## src/rtl/irta_pkg.sv

```systemverilog
// types, constants and microcode table for the radix-to-ascii converter
package irta_pkg;

  localparam int VALUE_W  = 31;
  localparam int RADIX_W  = 6;
  localparam int CHAR_W   = 7;
  localparam int DIGIT_W  = 6;
  localparam int BITCNT_W = 5;

  // one quotient bit per division step, so the last step is VALUE_W - 1
  localparam logic [BITCNT_W-1:0] DIV_LAST = BITCNT_W'(VALUE_W - 1);

  localparam logic [RADIX_W-1:0] RADIX_RESET = 6'd10;
  localparam logic [RADIX_W-1:0] RADIX_MIN   = 6'd2;
  localparam logic [RADIX_W-1:0] RADIX_MAX   = 6'd36;

  localparam logic [DIGIT_W-1:0] DEC_LIMIT   = 6'd10;
  localparam logic [CHAR_W-1:0]  ASCII_ZERO  = 7'h30;
  // 'A' minus ten, added to digits ten and up
  localparam logic [CHAR_W-1:0]  ASCII_ALPHA = 7'h37;

  // microprogram addresses
  typedef enum logic [2:0] {
    STEP_IDLE,
    STEP_CHECK,
    STEP_DIV,
    STEP_STORE,
    STEP_EMIT_INIT,
    STEP_EMIT
  } step_t;

  // jump conditions
  typedef enum logic [2:0] {
    COND_ALWAYS,
    COND_START,
    COND_QUO_DONE,
    COND_BIT_LAST,
    COND_NO_DIGITS,
    COND_IDX_ZERO
  } cond_t;

  typedef struct packed {
    logic  load;      // take the input word, clear digit count
    logic  clr_div;   // clear remainder and bit counter
    logic  div_step;  // one restoring shift-subtract step
    logic  wr_digit;  // write remainder into store, bump count
    logic  rd_first;  // point read at the top digit
    logic  emit;      // drive one digit out, step read down
    cond_t cond;
    step_t tgt_true;
    step_t tgt_false;
  } ctl_word_t;

  function automatic ctl_word_t ucode(input step_t s);
    ctl_word_t w;
    w = '{load: 1'b0, clr_div: 1'b0, div_step: 1'b0, wr_digit: 1'b0,
          rd_first: 1'b0, emit: 1'b0, cond: COND_ALWAYS,
          tgt_true: STEP_IDLE, tgt_false: STEP_IDLE};
    case (s)
      STEP_IDLE: begin
        w.load      = 1'b1;
        w.cond      = COND_START;
        w.tgt_true  = STEP_CHECK;
        w.tgt_false = STEP_IDLE;
      end
      STEP_CHECK: begin
        w.clr_div   = 1'b1;
        w.cond      = COND_QUO_DONE;
        w.tgt_true  = STEP_EMIT_INIT;
        w.tgt_false = STEP_DIV;
      end
      STEP_DIV: begin
        w.div_step  = 1'b1;
        w.cond      = COND_BIT_LAST;
        w.tgt_true  = STEP_STORE;
        w.tgt_false = STEP_DIV;
      end
      STEP_STORE: begin
        w.wr_digit  = 1'b1;
        w.cond      = COND_ALWAYS;
        w.tgt_true  = STEP_CHECK;
        w.tgt_false = STEP_CHECK;
      end
      STEP_EMIT_INIT: begin
        w.rd_first  = 1'b1;
        w.cond      = COND_NO_DIGITS;
        w.tgt_true  = STEP_IDLE;
        w.tgt_false = STEP_EMIT;
      end
      STEP_EMIT: begin
        w.emit      = 1'b1;
        w.cond      = COND_IDX_ZERO;
        w.tgt_true  = STEP_IDLE;
        w.tgt_false = STEP_EMIT;
      end
      default: begin
        w.cond      = COND_ALWAYS;
        w.tgt_true  = STEP_IDLE;
        w.tgt_false = STEP_IDLE;
      end
    endcase
    return w;
  endfunction

endpackage

```

## src/rtl/integer_radix_to_ascii_digits.sv

```systemverilog
// top level: microcoded integer to radix-digit ascii converter
//
// one word enters when start is high and busy is low; busy then stays high
// until the last digit has been scheduled. the value is divided by the radix
// over and over with a one-bit-per-cycle restoring divider, each remainder
// kept in a small digit store, and the digits then leave most significant
// first, one per cycle, each marked by a single-cycle out_valid strobe. the
// receiver cannot stall, so it must take every strobed word. the final digit
// carries out_last_digit; a zero value gives no words at all. each digit
// costs a check step, 31 divider steps and a store step; the digits are
// then emitted one per cycle through an output register. the divider loop
// takes most of the time. the radix register is read when a word is
// accepted; values below 2 act as 2, above 36 as 36.
module integer_radix_to_ascii_digits #(
  parameter int MAX_DIGITS = 32
) (
  input  logic                          clk,
  input  logic                          rst_n,
  input  logic                          start,
  output logic                          busy,
  input  logic [irta_pkg::VALUE_W-1:0]  in_value,
  input  logic                          cfg_we,
  input  logic [irta_pkg::RADIX_W-1:0]  cfg_wdata,
  output logic                          out_valid,
  output logic [irta_pkg::CHAR_W-1:0]   out_digit_char,
  output logic                          out_last_digit
);
  import irta_pkg::*;

  // at most min(MAX_DIGITS, 31) digits are kept
  localparam int CAP   = (MAX_DIGITS < VALUE_W) ? MAX_DIGITS : VALUE_W;
  localparam int CNT_W = $clog2(CAP + 1);
  localparam int AW    = $clog2(MAX_DIGITS);

  // sequencer
  step_t     upc_r, upc_nxt;
  ctl_word_t cw;
  logic      cond_hit;

  // datapath registers
  logic [RADIX_W-1:0]  radix_r, radix_nxt;
  logic [RADIX_W-1:0]  base_r, base_nxt;
  logic [VALUE_W-1:0]  quo_r, quo_nxt;
  logic [DIGIT_W-1:0]  rem_r, rem_nxt;
  logic [BITCNT_W-1:0] bitcnt_r, bitcnt_nxt;
  logic [CNT_W-1:0]    cnt_r, cnt_nxt;
  logic [AW-1:0]       idx_r, idx_nxt;
  logic                out_valid_r, out_valid_nxt;
  logic [CHAR_W-1:0]   out_char_r, out_char_nxt;
  logic                out_last_r, out_last_nxt;

  // digit store
  logic [DIGIT_W-1:0]  store_mem [MAX_DIGITS];
  logic [DIGIT_W-1:0]  rd_data_r;
  logic [AW-1:0]       rd_addr;
  logic [AW-1:0]       wr_addr;
  logic                accept;

  // divider step signals
  logic [DIGIT_W:0]    part_rem;
  logic                sub_ok;
  logic [DIGIT_W:0]    part_diff;
  logic [CNT_W-1:0]    cnt_dec;

  assign cw      = ucode(upc_r);
  assign accept  = start && (upc_r == STEP_IDLE);
  assign busy    = (upc_r != STEP_IDLE);
  assign wr_addr = AW'(cnt_r);
  assign cnt_dec = cnt_r - CNT_W'(1);

  // restoring division: bring in the next quotient bit, subtract if it fits
  assign part_rem  = {rem_r, quo_r[VALUE_W-1]};
  assign sub_ok    = (part_rem >= {1'b0, base_r});
  assign part_diff = part_rem - {1'b0, base_r};

  // jump condition select
  always_comb begin
    case (cw.cond)
      COND_ALWAYS:    cond_hit = 1'b1;
      COND_START:     cond_hit = start;
      COND_QUO_DONE:  cond_hit = (quo_r == '0) || (cnt_r == CNT_W'(CAP));
      COND_BIT_LAST:  cond_hit = (bitcnt_r == DIV_LAST);
      COND_NO_DIGITS: cond_hit = (cnt_r == '0);
      COND_IDX_ZERO:  cond_hit = (idx_r == '0);
      default:        cond_hit = 1'b0;
    endcase
  end

  // read address: top digit first, then walk down one entry per cycle
  always_comb begin
    if (cw.rd_first) begin
      rd_addr = AW'(cnt_dec);
    end else begin
      rd_addr = idx_r - AW'(1);
    end
  end

  always_comb begin
    upc_nxt       = cond_hit ? cw.tgt_true : cw.tgt_false;
    radix_nxt     = radix_r;
    base_nxt      = base_r;
    quo_nxt       = quo_r;
    rem_nxt       = rem_r;
    bitcnt_nxt    = bitcnt_r;
    cnt_nxt       = cnt_r;
    idx_nxt       = idx_r;
    out_valid_nxt = 1'b0;
    out_char_nxt  = out_char_r;
    out_last_nxt  = out_last_r;

    if (cfg_we) begin
      radix_nxt = cfg_wdata;
    end

    // latch the input word and the clamped radix
    if (cw.load && accept) begin
      quo_nxt = in_value;
      cnt_nxt = '0;
      if (radix_r < RADIX_MIN) begin
        base_nxt = RADIX_MIN;
      end else if (radix_r > RADIX_MAX) begin
        base_nxt = RADIX_MAX;
      end else begin
        base_nxt = radix_r;
      end
    end

    if (cw.clr_div) begin
      rem_nxt    = '0;
      bitcnt_nxt = '0;
    end

    if (cw.div_step) begin
      quo_nxt    = {quo_r[VALUE_W-2:0], sub_ok};
      rem_nxt    = sub_ok ? part_diff[DIGIT_W-1:0] : part_rem[DIGIT_W-1:0];
      bitcnt_nxt = bitcnt_r + BITCNT_W'(1);
    end

    if (cw.wr_digit) begin
      cnt_nxt = cnt_r + CNT_W'(1);
    end

    if (cw.rd_first) begin
      idx_nxt = AW'(cnt_dec);
    end

    // rd_data_r holds store[idx_r] here
    if (cw.emit) begin
      out_valid_nxt = 1'b1;
      out_last_nxt  = (idx_r == '0);
      if (rd_data_r < DEC_LIMIT) begin
        out_char_nxt = ASCII_ZERO + CHAR_W'(rd_data_r);
      end else begin
        out_char_nxt = ASCII_ALPHA + CHAR_W'(rd_data_r);
      end
      idx_nxt = idx_r - AW'(1);
    end
  end

  always_ff @(posedge clk) begin
    if (!rst_n) begin
      upc_r       <= STEP_IDLE;
      radix_r     <= RADIX_RESET;
      base_r      <= RADIX_RESET;
      quo_r       <= '0;
      rem_r       <= '0;
      bitcnt_r    <= '0;
      cnt_r       <= '0;
      idx_r       <= '0;
      out_valid_r <= 1'b0;
    end else begin
      upc_r       <= upc_nxt;
      radix_r     <= radix_nxt;
      base_r      <= base_nxt;
      quo_r       <= quo_nxt;
      rem_r       <= rem_nxt;
      bitcnt_r    <= bitcnt_nxt;
      cnt_r       <= cnt_nxt;
      idx_r       <= idx_nxt;
      out_valid_r <= out_valid_nxt;
    end
  end

  // output payload needs no reset
  always_ff @(posedge clk) begin
    out_char_r <= out_char_nxt;
    out_last_r <= out_last_nxt;
  end

  // digit store: one write port, one registered read port
  always_ff @(posedge clk) begin
    if (cw.wr_digit) begin
      store_mem[wr_addr] <= rem_r;
    end
    rd_data_r <= store_mem[rd_addr];
  end

  assign out_valid      = out_valid_r;
  assign out_digit_char = out_char_r;
  assign out_last_digit = out_last_r;

endmodule

```

## config.mk

```make
export PLATFORM = sky130hd
export DESIGN_NAME = integer_radix_to_ascii_digits
export DESIGN_NICKNAME = d
export VERILOG_FILES = /design/src/rtl/irta_pkg.sv /design/src/rtl/integer_radix_to_ascii_digits.sv
export SDC_FILE = /design/constraint.sdc
export NUM_CORES = 1
export LEC_CHECK = 0
export ABC_AREA = 1
export BUFFER_PORTS_ARGS = -buffer_cell sky130_fd_sc_hd__buf_2
export CORE_ASPECT_RATIO = 0.5
export CORE_MARGIN = 2
export CORE_UTILIZATION = 60
export CTS_CLUSTER_SIZE = 40
export DETAILED_ROUTE_END_ITERATION = 8
export PLACE_DENSITY = 0.78
export SLEW_MARGIN = 20
export SYNTH_ARGS = -nofsm -noshare
export SYNTH_HDL_FRONTEND = slang
export SYNTH_SLANG_ARGS = --single-unit
```

## constraint.sdc

```tcl
create_clock -name clk -period 4.7 [get_ports clk]
set_clock_uncertainty 0.15 [all_clocks]
set_input_delay 0.705 -clock clk [delete_from_list [all_inputs] [get_ports clk]]
set_output_delay 0.705 -clock clk [all_outputs]
set_load 0.01 [all_outputs]
```

After elaboration in Yosys (flattened, before gate mapping)
Memories as Yosys holds them, arrays and structs flattened. A register that Yosys moved wholly into a read port is not among the register bits.
Index checks and enable logic that the tools add are counted.

storage, ports and cells
  flip-flop bits (word level) = 76
  RAM bits = 192
  output and inout bits = 10
  word-level logic and storage cells = 75
  memories = 1

operators by class
  add/sub/neg operators = 7
  $lt $le $gt $ge = 4
  equality and inequality tests = 12
  multiplexer cells = 27
  reductions and logical operators = 13

memories
  memory     words  width  read ports  clocked after Yosys merged registers in  wr ports  RTL line                             source
  store_mem  32     6      1           1                                        1         integer_radix_to_ascii_digits.sv:53  logic [DIGIT_W-1:0] store_mem [MAX_DIGITS];

operators with widths
  cell                                                        number
  2-to-1 mux 31 bit                                           2
  case mux 9 bit (6 select lines)                             1
  2-to-1 mux 5 bit                                            7
  zero test 31 bit                                            1
  2-to-1 mux 6 bit                                            5
  adder 6 x 6 -> 7 bit, first input constant                  2
  == test 3 x 2 -> 1 bit, second input constant               4
  == test 3 bit, second input constant                        4
  adder 5 x 1 -> 5 bit, second input constant                 2
  == test 5 bit, second input constant                        2
  zero test 5 bit                                             2
  subtractor 5 x 1 -> 5 bit, second input constant            2
  2-to-1 mux 1 bit                                            9
  nonzero test 2 bit                                          4
  greater-or-equal comparator 7 x 6 -> 1 bit                  1
  2-to-1 mux 7 bit                                            1
  == test 3 x 1 -> 1 bit, second input constant               2
  greater-than comparator 6 bit, second input constant        1
  zero test 3 bit                                             2
  less-than comparator 6 x 2 -> 1 bit, second input constant  1
  less-than comparator 6 x 4 -> 1 bit, second input constant  1
  case mux 1 bit (6 select lines)                             1
  subtractor 6 bit                                            1
  2-to-1 mux 3 bit                                            1
  3 further kinds                                             4

Logic depth before layout (Yosys ltp)
  word-level depth = 5
  mapped depth = 13

Worst setup path before layout
Ideal clock, no wire load.

  path type = register -> register
  start = reg rem_r[1]
  end = reg rem_r[4]
  data arrival time = 1979 ps
  data required time = 4418 ps
  path slack = 2439 ps
  cell stages (with the launch flop) = 10
  cells stage by stage = dfxtp_1 -> ha_1 -> nand2_1 -> o21ai_0 -> nand3_1 -> nand3_1 -> clkbuf_1 -> o21ai_0 -> nand2_1 -> a21oi_1

on the way
  word-level cells in the longest chain between the ends = 3
  elaborated cells on any way between the ends = 4

RTL lines
  item                                                                                   RTL line                                                                  source
  start, declared                                                                        integer_radix_to_ascii_digits.sv:44                                       logic [DIGIT_W-1:0] rem_r, rem_nxt;
  start signal, assigned                                                                 integer_radix_to_ascii_digits.sv:176                                      rem_r <= rem_nxt;
  subtractor 6 bit / greater-or-equal comparator 7 x 6 -> 1 bit (equally long branches)  integer_radix_to_ascii_digits.sv:74, integer_radix_to_ascii_digits.sv:73
  2-to-1 mux 6 bit *                                                                     integer_radix_to_ascii_digits.sv:135                                      rem_nxt = sub_ok ? part_diff[DIGIT_W-1:0] : part_rem[DIGIT_W-1:0];
  2-to-1 mux 6 bit *                                                                     integer_radix_to_ascii_digits.sv:133                                      if (cw.div_step) begin

Every way passes the cells marked *; elsewhere a longest branch is shown, timed or not.
A chain may end at the register's enable or synchronous reset.

Worst setup path after layout
  start = reg cnt_r[0]
  end = reg rd_data_r[3], read port of store_mem

on the way
  word-level cells in the longest chain between the ends = 2

RTL lines
  item                       RTL line                              source
  start, declared            integer_radix_to_ascii_digits.sv:46   logic [CNT_W-1:0] cnt_r, cnt_nxt;
  start signal, assigned     integer_radix_to_ascii_digits.sv:178  cnt_r <= cnt_nxt;
  subtractor 5 x 1 -> 5 bit  integer_radix_to_ascii_digits.sv:69   assign cnt_dec = cnt_r - CNT_W'(1);
  2-to-1 mux 5 bit           integer_radix_to_ascii_digits.sv:91   if (cw.rd_first) begin
  end, declared              integer_radix_to_ascii_digits.sv:54   logic [DIGIT_W-1:0] rd_data_r;

Every way passes these cells.

==> results by group <==
Run status
  – Status: finished clean

Clock tree
  – Clock Path Buffers: 3
  – Clock transition at path regs: 70 ps
  – CTS Sinks: 274
  – Post-CTS Setup Inserts: 0
  – H-tree Lvls: 1
  – CTS tree: built
  – CTS resizes: 0
  – Post-CTS Hold Fix Bufs: 0
  – Clock root buffer: clkbuf_16
  – CTS Buf Count: 24
  – Clock network latency to the later pin of the worst-skew pair: 520 ps

Synthesis
  – Sequential area share after synthesis: 58.9%
  – Mapped Avg Cell Area: 9.07 sq um
  – Post-synth cell types: 38
  – Syn Inst Count: 1402
  – Synthesized area: 12700 sq um
  – Ys Warns: 0
  – Mapped Nets: 1462
  – Flip-flop and latch count after synthesis: 274

Die
  – Core ar.: 20600 sq um
  – Row count: 37
  – Die Wd: 210 um
  – Die ar.: 22400 sq um
  – Die Y: 107 um
  – Io pins: 51
  – Initial Util: 61.6%

Timing
  – Setup violators final: 0
  – Slew @ Worst Pin: 1150 ps
  – Setup TNS: 0 ps
  – Fin. Hold Viols: 0
  – Minimum clock period: 3000 ps
  – RSZ-0062 raised after global routing: no
  – Fmax: 333 MHz
  – Final worst path period share: 63.9%
  – Max Slew Vio Count: 0
  – Max_slew headroom: 23.3%

Global route
  – Gr ovfl total: 0
  – Initial antenna violation count: 0
  – Total track usage: 26.5%
  – First-pass GRT wire length: 47000 um
  – Vias in the first global route: 9424
  – Largest net degree at the start of global routing: 69

Finish
  – Nets: 1488
  – Synth-to-Final Area Change: 9.95%
  – Layout cells sized above 1: 8.64%
  – Post-route insts no fill: 1719
  – N_diodes: 0

Critical path
  – CP Class: reg -> reg
  – Worst path arrival time: 3260 ps
  – Critical-path maximum fanout: 24
  – CP Launch Type: flop
  – Critical path capture point type: flop
  – CP Data Required Time: 4960 ps

Placement
  – Cell total after placement: 1674
  – HPWL Detailed: 18100 um
  – PortBufs: 50
  – Placer congestion estimate: 0.846

Power and ir drop
  – Leak: 6.04 nW
  – PwrDens: 640 nW/um^2
  – Worst IR Drop VDD: 0.587 mV

Route
  – Final WL: 29200 um
  – Initial drt markers: 1094
  – Via density: 5.66
  – Post-DR wirelength/cell: 17.0 um
  – Vias: 9728
  – First-pass detailed-route iteration total: 6
  – Antenna Nets Post-Route: 0
  – DRC violations left: 0

Job
  – Max-cap viol count: 0

Min path
  – Hold Path Class: in -> reg
-- critical path: stages, from the launching register on --
cell     delay, ps
dfxtp_1        450
inv_1          150
ha_1           270
xnor2_1        160
or2_1          260
nand2_1        780
nand3_1        260
nand3_1        210
nand2_1         70
nand2_1         60
nand2_1         70
-- per-stage QoR --
stage,setup WS [ps],hold slack [ps],utilization (%),power (W),area [sq um]
final,1700,250,67.7,0.00895,14000
after global routing,1490,258,67.7,0.00949,14000
after CTS,1620,240,67.6,0.00886,14000
after detailed placement,1720,318,63.7,0.00688,13200
after global placement,1680,303,63.6,0.00675,13100
after floorplan,2440,287,-,0.00582,12700
-- layer usage --
layer / GRT usage (%) / vias to the layer above / wire length [um]
li1: - / 4649 / -
met1: 35.8 / 4529 / 12100
met2: 44.4 / 491 / 13700
met3: 5.36 / 59 / 2960
met4: 7.24 / 0 / 564
met5: 0 / - / 0
-- layout by cell type, fill, tap and decap left out, drive strengths merged, types with 2 or more instances in the layout --
master / synthesis / final
nand4: 8 / 8
nand3: 242 / 242
clkbuf: 25 / 36
nor2: 94 / 94
or2: 4 / 4
xor2: 6 / 6
xnor2: 3 / 3
a211oi: 63 / 63
clkinv: 0 / 7
dfxtp: 74 / 74
a31oi: 4 / 4
buf: 38 / 63
nor3: 3 / 3
a21oi: 41 / 41
o211ai: 2 / 2
inv: 278 / 279
ha: 18 / 18
edfxtp: 200 / 200
nand2: 263 / 263
o21ai: 27 / 27
-- worst paths after layout --
kind / from / end / slack, ps / depth (start not counted)
hold reg to reg: base_r[2]$_SDFFE_PN0P_ / base_r[2]$_SDFFE_PN0P_ / 330 / 2
hold / removal: cfg_wdata[3] / radix_r[3]$_SDFFE_PN1P_ / 250 / 3
setup / recovery: cnt_r[0]$_SDFFE_PN0P_ / rd_data_r[3]$_DFF_P_ / 1700 / 10
setup reg to reg: cnt_r[0]$_SDFFE_PN0P_ / rd_data_r[3]$_DFF_P_ / 1700 / 10
-- registers in the layout, summed over array words and instances, names as in the netlist --
name and cells:
base_r 6, bitcnt_r 5, cnt_r 5, idx_r 5, out_digit_char 7, out_last_digit 1, out_valid 1, quo_r 31
radix_r 6, rd_data_r 6, rem_r 6, store_mem 192, upc_r 3
-- Yosys cell counts --
cell | count | area [sq um]
nor4_1 | 1 | 6.26
a21o_1 | 1 | 7.51
nand4_1 | 8 | 50.1
ha_1 | 18 | 225
nor2_1 | 92 | 345
o22ai_1 | 1 | 6.26
a211oi_1 | 63 | 473
fa_1 | 1 | 20.0
nor3_2 | 1 | 10.0
nand2_4 | 1 | 11.3
a21oi_1 | 41 | 205
xnor2_1 | 3 | 26.3
or2_2 | 3 | 18.8
o211ai_1 | 2 | 15.0
o31ai_1 | 1 | 7.51
o21ai_1 | 2 | 10.0
inv_2 | 7 | 26.3
o21ai_2 | 1 | 8.76
nor3_1 | 2 | 10.0
a31oi_1 | 4 | 25.0
o21bai_1 | 1 | 7.51
nand2_1 | 262 | 983
or2_1 | 1 | 6.26
a31o_2 | 1 | 8.76
buf_2 | 30 | 150
nand3_1 | 242 | 1210
xor2_1 | 6 | 52.6
clkbuf_1 | 25 | 93.8
o21a_1 | 1 | 7.51
nor2_2 | 1 | 6.26
o21ai_0 | 24 | 120
inv_1 | 271 | 1020
and2_1 | 1 | 6.26
edfxtp_1 | 200 | 6010
buf_1 | 5 | 18.8
dfxtp_1 | 74 | 1480
nor2_4 | 1 | 11.3
buf_4 | 3 | 22.5
-- report_power, final --
part,leakage [nW],switching (W),internal [W],total (W)
clock,0.407,0.000860,0.00111,0.00197
sequential,2.46,0.000103,0.00280,0.00291
combinational,3.17,0.00285,0.00122,0.00407
-- cell type report --
type                    instances  area, sq um
inverters                     278         1040
multi-input cells             787         3930
clock inverters                 8         38.8
repair buffers                 63          380
flip-flops and latches        274         7490
clock buffers                  36          758
fillers                      1556         6660
well taps                     273          342
-- cell families after synthesis --
kind of cell	after synthesis	synth area share [%]
fa+ha+maj	19	1.93
buf+inv	341	10.4
flops	274	58.9
xor+xnor	9	0.620
simple gates	616	21.0
compound gates	143	7.09
No activity file was read; power rests on OpenSTA's default activity.
